$ cat src/design/stable_priority_request_queue_assert.svh
// ----------------------------------------------------------------------------
// Assertion macros for the stable priority request queue
// Concurrent checks, active only in simulation builds.
// ----------------------------------------------------------------------------
`ifndef STABLE_PRIORITY_REQUEST_QUEUE_ASSERT_SVH
`define STABLE_PRIORITY_REQUEST_QUEUE_ASSERT_SVH

`ifndef SYNTHESIS

// Property holds at every clock edge outside reset.
`define SPQ_ASSERT_ALWAYS(label, prop, msg) \
  label: assert property (@(posedge clk) disable iff (!rst_n) (prop)) else $error(msg);

// Consequent holds in the cycle after the antecedent.
`define SPQ_ASSERT_NEXT(label, ante, cons, msg) \
  label: assert property (@(posedge clk) disable iff (!rst_n) (ante) |=> (cons)) \
    else $error(msg);

`else

`define SPQ_ASSERT_ALWAYS(label, prop, msg)
`define SPQ_ASSERT_NEXT(label, ante, cons, msg)

`endif

`endif

$ cat src/design/spq_pkg.sv
// ----------------------------------------------------------------------------
// spq_pkg
// Types and codes shared by the priority request queue and its cells.
// ----------------------------------------------------------------------------
package spq_pkg;

  // Request type codes
  localparam logic [1:0] REQ_INSERT = 2'd0;
  localparam logic [1:0] REQ_POP    = 2'd1;
  localparam logic [1:0] REQ_REMOVE = 2'd2;

  // Result status codes
  localparam logic [2:0] ST_INSERTED  = 3'd0;
  localparam logic [2:0] ST_POPPED    = 3'd1;
  localparam logic [2:0] ST_REMOVED   = 3'd2;
  localparam logic [2:0] ST_EMPTY     = 3'd3;
  localparam logic [2:0] ST_FULL      = 3'd4;
  localparam logic [2:0] ST_NOT_FOUND = 3'd5;

  localparam int OCC_W = 5;

  typedef struct packed {
    logic [7:0]  id;
    logic [3:0]  priority_lvl;
    logic [31:0] stamp;
  } spq_entry_t;

  typedef struct packed {
    logic [1:0]  req_type;
    logic [7:0]  req_id;
    logic [3:0]  req_priority;
    logic [31:0] req_stamp;
  } spq_req_t;

  typedef struct packed {
    logic [2:0]       status;
    logic [7:0]       out_id;
    logic [3:0]       out_priority;
    logic [31:0]      out_stamp;
    logic [OCC_W-1:0] occupancy;
  } spq_rsp_t;

  // Per-cycle command broadcast to every cell
  typedef struct packed {
    logic ins;  // insert new entry in sorted place
    logic del;  // remove first matching entry, close the gap
    logic pop;  // match is head-only instead of by id
  } spq_ctrl_t;

endpackage

$ cat src/design/spq_cell.sv
// ----------------------------------------------------------------------------
// spq_cell
// One slot of the sorted queue: compares, shifts right on insert, left on
// removal.
// ----------------------------------------------------------------------------
module spq_cell import spq_pkg::*; (
  input  logic       clk,
  input  logic       rst_n,
  input  spq_ctrl_t  ctrl,
  input  spq_entry_t new_entry,
  input  logic       is_head,
  input  spq_entry_t left_entry,
  input  logic       left_valid,
  input  logic       left_after,
  input  spq_entry_t right_entry,
  input  logic       right_valid,
  input  logic       found_in,
  output spq_entry_t entry,
  output logic       valid,
  output logic       after,
  output logic       found_out,
  output spq_entry_t hit_entry
);

  spq_entry_t entry_r, entry_nxt;
  logic       valid_r, valid_nxt;
  logic       match;

  // New entry sorts ahead of this slot (ties on priority and stamp go behind).
  assign after = !valid_r
              || (new_entry.priority_lvl < entry_r.priority_lvl)
              || ((new_entry.priority_lvl == entry_r.priority_lvl)
                  && (new_entry.stamp < entry_r.stamp));

  assign match     = ctrl.del && valid_r && (ctrl.pop ? is_head : (entry_r.id == new_entry.id));
  assign found_out = found_in || match;
  assign hit_entry = (match && !found_in) ? entry_r : '0;

  always_comb begin
    entry_nxt = entry_r;
    valid_nxt = valid_r;
    if (ctrl.ins && after) begin
      if (left_after) begin
        entry_nxt = left_entry;
        valid_nxt = left_valid;
      end else begin
        entry_nxt = new_entry;
        valid_nxt = 1'b1;
      end
    end else if (ctrl.del && found_out) begin
      entry_nxt = right_entry;
      valid_nxt = right_valid;
    end
  end

  always_ff @(posedge clk) begin
    if (!rst_n) begin
      valid_r <= 1'b0;
    end else begin
      valid_r <= valid_nxt;
    end
  end

  always_ff @(posedge clk) begin
    entry_r <= entry_nxt;
  end

  assign entry = entry_r;
  assign valid = valid_r;

endmodule

$ cat src/design/stable_priority_request_queue.sv
// ----------------------------------------------------------------------------
// stable_priority_request_queue
// Sorted priority queue of requests built from a row of compare/shift cells.
// ----------------------------------------------------------------------------
//
//  Port group | Dir | Handshake          | Carries
//  -----------+-----+--------------------+----------------------------------
//  in_*       | in  | in_valid/in_stall  | spq_req_t: type, id, prio, stamp
//  out_*      | out | out_valid/out_stall| spq_rsp_t: status, entry, count
//
//  Each operation completes inside the cell row at the transfer; the result
//  appears in the output register in the cycle after the transfer.
//  Throughput is one request per cycle while in_stall is low.
//  in_stall rises only while a result sits in the output register and
//  out_stall holds it there.
//  Reset (rst_n low, synchronous) empties the queue and the output register.
//
module stable_priority_request_queue import spq_pkg::*; #(
  parameter int QUEUE_DEPTH = 16
) (
  input  logic     clk,
  input  logic     rst_n,
  input  logic     in_valid,
  output logic     in_stall,
  input  spq_req_t in_data,
  output logic     out_valid,
  input  logic     out_stall,
  output spq_rsp_t out_data
);

  localparam int CNT_W = $clog2(QUEUE_DEPTH + 1);
  localparam logic [CNT_W-1:0] CNT_FULL = CNT_W'(QUEUE_DEPTH);

  // --------------------------------------------------------------------------
  // Request decode
  // --------------------------------------------------------------------------
  logic       in_fire;
  logic       full;
  spq_ctrl_t  ctrl;
  spq_entry_t new_entry;
  logic       out_valid_r, out_valid_nxt;

  assign in_stall = out_valid_r && out_stall;
  assign in_fire  = in_valid && !in_stall;

  logic [CNT_W-1:0] count_r, count_nxt;
  assign full = (count_r == CNT_FULL);

  assign ctrl.ins = in_fire && (in_data.req_type == REQ_INSERT) && !full;
  assign ctrl.del = in_fire && ((in_data.req_type == REQ_POP)
                             || (in_data.req_type == REQ_REMOVE));
  assign ctrl.pop = (in_data.req_type == REQ_POP);

  assign new_entry.id           = in_data.req_id;
  assign new_entry.priority_lvl = in_data.req_priority;
  assign new_entry.stamp        = in_data.req_stamp;

  // --------------------------------------------------------------------------
  // Cell row: slot 0 is the head. Inserts shift the tail right, removals
  // close the gap by shifting left. found_chain marks slots at or past the
  // first hit.
  // --------------------------------------------------------------------------
  spq_entry_t             cell_entry [QUEUE_DEPTH];
  spq_entry_t             cell_hit   [QUEUE_DEPTH];
  logic [QUEUE_DEPTH-1:0] cell_valid;
  logic [QUEUE_DEPTH-1:0] cell_after;
  logic [QUEUE_DEPTH:0]   found_chain;

  assign found_chain[0] = 1'b0;

  for (genvar i = 0; i < QUEUE_DEPTH; i++) begin : g_cell
    spq_entry_t l_entry, r_entry;
    logic       l_valid, l_after, r_valid;

    if (i == 0) begin : g_head
      assign l_entry = new_entry;
      assign l_valid = 1'b1;
      assign l_after = 1'b0;
    end else begin : g_mid
      assign l_entry = cell_entry[i-1];
      assign l_valid = cell_valid[i-1];
      assign l_after = cell_after[i-1];
    end

    if (i == QUEUE_DEPTH - 1) begin : g_tail
      assign r_entry = new_entry;
      assign r_valid = 1'b0;
    end else begin : g_body
      assign r_entry = cell_entry[i+1];
      assign r_valid = cell_valid[i+1];
    end

    spq_cell u_cell (
      .clk        (clk),
      .rst_n      (rst_n),
      .ctrl       (ctrl),
      .new_entry  (new_entry),
      .is_head    (i == 0),
      .left_entry (l_entry),
      .left_valid (l_valid),
      .left_after (l_after),
      .right_entry(r_entry),
      .right_valid(r_valid),
      .found_in   (found_chain[i]),
      .entry      (cell_entry[i]),
      .valid      (cell_valid[i]),
      .after      (cell_after[i]),
      .found_out  (found_chain[i+1]),
      .hit_entry  (cell_hit[i])
    );
  end

  // At most one cell presents a nonzero hit entry.
  spq_entry_t hit;
  logic       found_any;

  assign found_any = found_chain[QUEUE_DEPTH];

  always_comb begin
    hit = '0;
    for (int i = 0; i < QUEUE_DEPTH; i++) begin
      hit = hit | cell_hit[i];
    end
  end

  // --------------------------------------------------------------------------
  // Occupancy
  // --------------------------------------------------------------------------
  always_comb begin
    count_nxt = count_r;
    if (ctrl.ins) begin
      count_nxt = count_r + CNT_W'(1);
    end else if (ctrl.del && found_any) begin
      count_nxt = count_r - CNT_W'(1);
    end
  end

  always_ff @(posedge clk) begin
    if (!rst_n) begin
      count_r <= '0;
    end else begin
      count_r <= count_nxt;
    end
  end

  // --------------------------------------------------------------------------
  // Result build and output register
  // --------------------------------------------------------------------------
  spq_rsp_t rsp;

  always_comb begin
    case (in_data.req_type)
      REQ_INSERT: rsp.status = full ? ST_FULL : ST_INSERTED;
      REQ_POP:    rsp.status = found_any ? ST_POPPED : ST_EMPTY;
      REQ_REMOVE: rsp.status = found_any ? ST_REMOVED : ST_NOT_FOUND;
      default:    rsp.status = ST_NOT_FOUND;
    endcase
    rsp.out_id       = hit.id;
    rsp.out_priority = hit.priority_lvl;
    rsp.out_stamp    = hit.stamp;
    rsp.occupancy    = OCC_W'(count_nxt);
  end

  spq_rsp_t out_data_r;

  // Register is free whenever in_stall is low: either empty or being drained.
  assign out_valid_nxt = in_stall ? out_valid_r : in_fire;

  always_ff @(posedge clk) begin
    if (!rst_n) begin
      out_valid_r <= 1'b0;
    end else begin
      out_valid_r <= out_valid_nxt;
    end
  end

  always_ff @(posedge clk) begin
    if (in_fire) begin
      out_data_r <= rsp;
    end
  end

  assign out_valid = out_valid_r;
  assign out_data  = out_data_r;

  // --------------------------------------------------------------------------
  // Assertions
  // --------------------------------------------------------------------------
`include "stable_priority_request_queue_assert.svh"

  `SPQ_ASSERT_ALWAYS(a_count_bound, count_r <= CNT_FULL, "occupancy above depth")
  `SPQ_ASSERT_ALWAYS(a_valid_count, $countones(cell_valid) == int'(count_r), "valid count")
  `SPQ_ASSERT_NEXT(a_insert_grows, ctrl.ins, count_r == $past(count_r) + CNT_W'(1), "count stuck")
  `SPQ_ASSERT_NEXT(a_result_follows, in_fire, out_valid_r, "accepted request produced no result")

endmodule
$ cat config.mk
export PLATFORM = sky130hd
export DESIGN_NAME = stable_priority_request_queue
export DESIGN_NICKNAME = d
export VERILOG_FILES = /design/src/design/spq_pkg.sv /design/src/design/spq_cell.sv /design/src/design/stable_priority_request_queue.sv
export VERILOG_INCLUDE_DIRS = /design/src /design/src/design
export SDC_FILE = /design/constraint.sdc
export NUM_CORES = 2
export LEC_CHECK = 0
export ABC_AREA = 1
export BUFFER_PORTS_ARGS = -buffer_cell sky130_fd_sc_hd__buf_2
export CAP_MARGIN = 20
export CORE_AREA = 2 2 467 469
export DETAILED_ROUTE_END_ITERATION = 8
export DIE_AREA = 0 0 469 471
export PLACE_DENSITY = 0.52
export SLEW_MARGIN = 5
export SYNTH_ARGS = -nofsm -noshare
export SYNTH_HDL_FRONTEND = slang
export SYNTH_SLANG_ARGS = --single-unit
$ cat constraint.sdc
create_clock -name clk -period 12.4 [get_ports clk]
set_input_delay 1.86 -clock clk [delete_from_list [all_inputs] [get_ports clk]]
set_output_delay 1.86 -clock clk [all_outputs]
set_load 0.02 [all_outputs]
==> run_results.csv <==
group,metric,value,unit
clock_tree,cts_hold_buf,0,
clock_tree,cts_buffer_depth,3,
clock_tree,cts_resized,0,
sta,tightest_slew,1070,ps
yosys,yosysTopAreaCell,"edfxtp_1",
sta,clock_skew,32.5,ps
sta,rsz0062_at_grt,"false",
sta,fin_crit_sh,53.8,%
yosys,ys_seq_area_share,39.9,%
cells_and_area,drive_gt1_share,5.90,%
route,drt-total-wl,191000,um
yosys,syn_nets,8005,
place,dp.cells,10000,
clock_tree,cts.sinks,778,
route,drc_errors,0,
power_and_ir_drop,peakVddDrop,0.000117,V
cells_and_area,nets,7881,
route,ant_nets,0,
sta,max_freq,150,MHz
outcome,status,"completed",
yosys,ys_seq_elements,778,
critical_path,critPathCapture,"g_cell[15].u_cell.entry[8]",
yosys,synth_area_per_cell,7.84,um2
sta,slew_headroom,28.6,%
global_route,grt_max_degree,91,
critical_path,r2r-end,"g_cell[15].u_cell.entry[8]",
critical_path,path_max_fanout,52,
sta,setup_tns,0,ps
cells_and_area,final_util,29.8,%
clock_tree,postCtsSetupRepairBufs,0,
yosys,yosysUniqueCellTypes,59,
global_route,grt_use_total,16.8,%
critical_path,crit_type,"primary input to register",
global_route,grt_antenna_before_repair,9,
place,port_buffers,103,
die,start_util,26.8,%
critical_path,rr_worst_depth,17,
clock_tree,clock_latency,710,ps
yosys,synth_top_area_share,39.2,%
die,die_w,469,um
sta,finalHoldViolCount,0,
clock_tree,cts_root_buffer,"clkbuf_16",
critical_path,setup.worst_path.start_class,"primary input",
power_and_ir_drop,total_power,6.68,mW
min_path,hp-class,"register to register",
cells_and_area,syn_to_final_growth,11.0,%
critical_path,end_kind,"register",
global_route,grt_pass1_wl,295000,um
cells_and_area,stdcell_count,10200,
critical_path,crit_start,"in_data[37]",
route,dr_total_vias,51100,
critical_path,arrival,7090,ps
clock_tree,h-tree-depth,3,
critical_path,r2r_setup_slack,7090,ps
sta,finalSetupViolCount,0,
global_route,grt_overflow,0,
yosys,syn_inst,7389,
route,wl_per_cell,18.7,um
critical_path,r2r-start,"out_valid",
route,drtPass1Iterations,8,
global_route,grt_pass1_vias,48900,
clock_tree,path_clk_slew,60,ps
yosys,ys_warn_count,0,
clock_tree,cts_tree,"built",
place,gp_congestion,0.870,
die,rows,171,
power_and_ir_drop,total_leakage_power,27.0,nW
route,drt-initial-drc-count,4923,
power_and_ir_drop,powerDensity,104,nW/um2
sta,drv_slew,0,
die,core_area,216000,um2
yosys,synth.area.top_cells,"edfxtp_1, ha_1, o21ai_0",
die,die_h,471,um
die,die_area,221000,um2
sta,min_period,6670,ps
die,pin_count,104,
yosys,syn-cell-area,57900,um2
place,hpwlAfterDp,146000,um
critical_path,cp.required,12820,ps
route,vias_per_cell,5.01,
clock_tree,numCtsBuffers,90,
flow_run,cap_violations,0,
-- worst max-delay path, cell delays in order --
cell and delay (ps):
buf_2 540, inv_2 420, nand2_1 160, nand2_1 70, nand2_1 70, nor2_1 50
nand2_1 60, nand2_1 90, nand2_4 560, nand4_4 810, nor2_4 440, nand4_4 230
nor2_4 200, nand4_4 160, nor2_4 200, nand4_1 330, inv_1 240, nand2_2 260
buf_12 260
-- how the worst min path moves through the flow --
stage / from / cells past startpoint / to / slack, ps
4_1_cts: g_cell[4].u_cell.valid / 2 / g_cell[4].u_cell.valid / 510
6_report: g_cell[4].u_cell.valid / 2 / g_cell[4].u_cell.valid / 500
5_1_grt: g_cell[10].u_cell.valid / 2 / g_cell[10].u_cell.valid / 530
3_5_place_dp: g_cell[10].u_cell.valid / 2 / g_cell[10].u_cell.valid / 500
2_1_floorplan: g_cell[0].u_cell.valid / 2 / g_cell[0].u_cell.valid / 470
3_3_place_gp: g_cell[0].u_cell.valid / 2 / g_cell[0].u_cell.valid / 480
-- stage by stage --
step | hold slack, ps | worst slack [ps] | area (um2)
2_1_floorplan | 468 | 7110 | 57900
3_3_place_gp | 478 | 4810 | 61200
3_5_place_dp | 498 | 5120 | 61400
4_1_cts | 508 | 5880 | 64300
5_1_grt | 529 | 5400 | 64300
6_report | 505 | 5730 | 64300
-- power breakdown --
part	switching (mW)	total [mW]	internal (mW)
Combinational	0.618	0.879	0.261
Sequential	0.0513	3.05	3.00
Clock	1.17	2.75	1.57
Total	1.84	6.68	4.83
-- logic make-up (layout without fill, tap and decap cells) --
kind of cell             count (synthesis)  in the layout  synth area share, %
AO/OA/AOI/OAI                         2244           2244                 20.9
XOR/XNOR                                42             42                0.635
adder cells (fa/ha/maj)                566            566                 12.2
buffers and inverters                 1300           1248                 8.70
flip-flops                             778            778                 39.9
other                                    0              4                    0
AND/OR/NAND/NOR                       2459           2459                 17.6
-- cell usage in the layout, fill, tap and decap left out, types with 86 or more instances in the layout --
cell type	count
o211ai_1	161
nor3_1	86
a21oi_1	764
inv_1	851
ha_1	566
nand2_1	1211
clkbuf_16	94
nor2_1	693
o21ai_0	1099
buf_4	101
o22ai_1	99
nand3_1	277
buf_2	103
edfxtp_1	756
-- per-layer routing --
layer  part of all wire (%)  vias up  GRT usage (%)
met3                    5.7      207           1.66
li1                       -    25400              -
met4                    2.4        0           4.92
met2                     44     1592           26.2
met5                      0        -              0
met1                     48    23900           24.4
-- sequential cells by signal (all words and copies together) (netlist names) --
register,count
count_r,5
g_cell.u_cell.entry,704
g_cell.u_cell.valid,16
out_data,52
out_valid,1
-- Yosys cell counts (all sizes together) --
cell type / n
dfxtp: 22
a2111oi: 8
o221a: 1
inv: 867
buf: 119
nor3b: 5
and3: 2
or4: 1
o22ai: 99
clkinv: 2
o221ai: 8
o2111ai: 10
a221oi: 4
o21a: 8
nor4: 30
edfxtp: 756
nand3b: 9
o21ai: 1101
or3: 2
or2: 2
nor3: 89
a31o: 2
nand3: 280
clkbuf: 312
ha: 566
and2: 1
a21o: 5
nand4: 71
xor2: 23
o31ai: 17
nor2: 703
a31oi: 9
a21boi: 10
a21oi: 765
o211ai: 162
nor4b: 5
nand2: 1259
xnor2: 19
o21bai: 9
a211oi: 26
-- area by class of cell --
| type | count | area [um2] |
|---|---|---|
| fill | 23100 | 152000 |
| inverter | 869 | 3260 |
| antenna | 4 | 10.0 |
| clock buffer | 129 | 2550 |
| multi-input combinational | 5311 | 29900 |
| clock inverter | 35 | 359 |
| tap | 2854 | 3570 |
| sequential | 778 | 23100 |
| timing repair buffer | 215 | 1490 |
No activity file was read; power rests on OpenSTA's default activity.
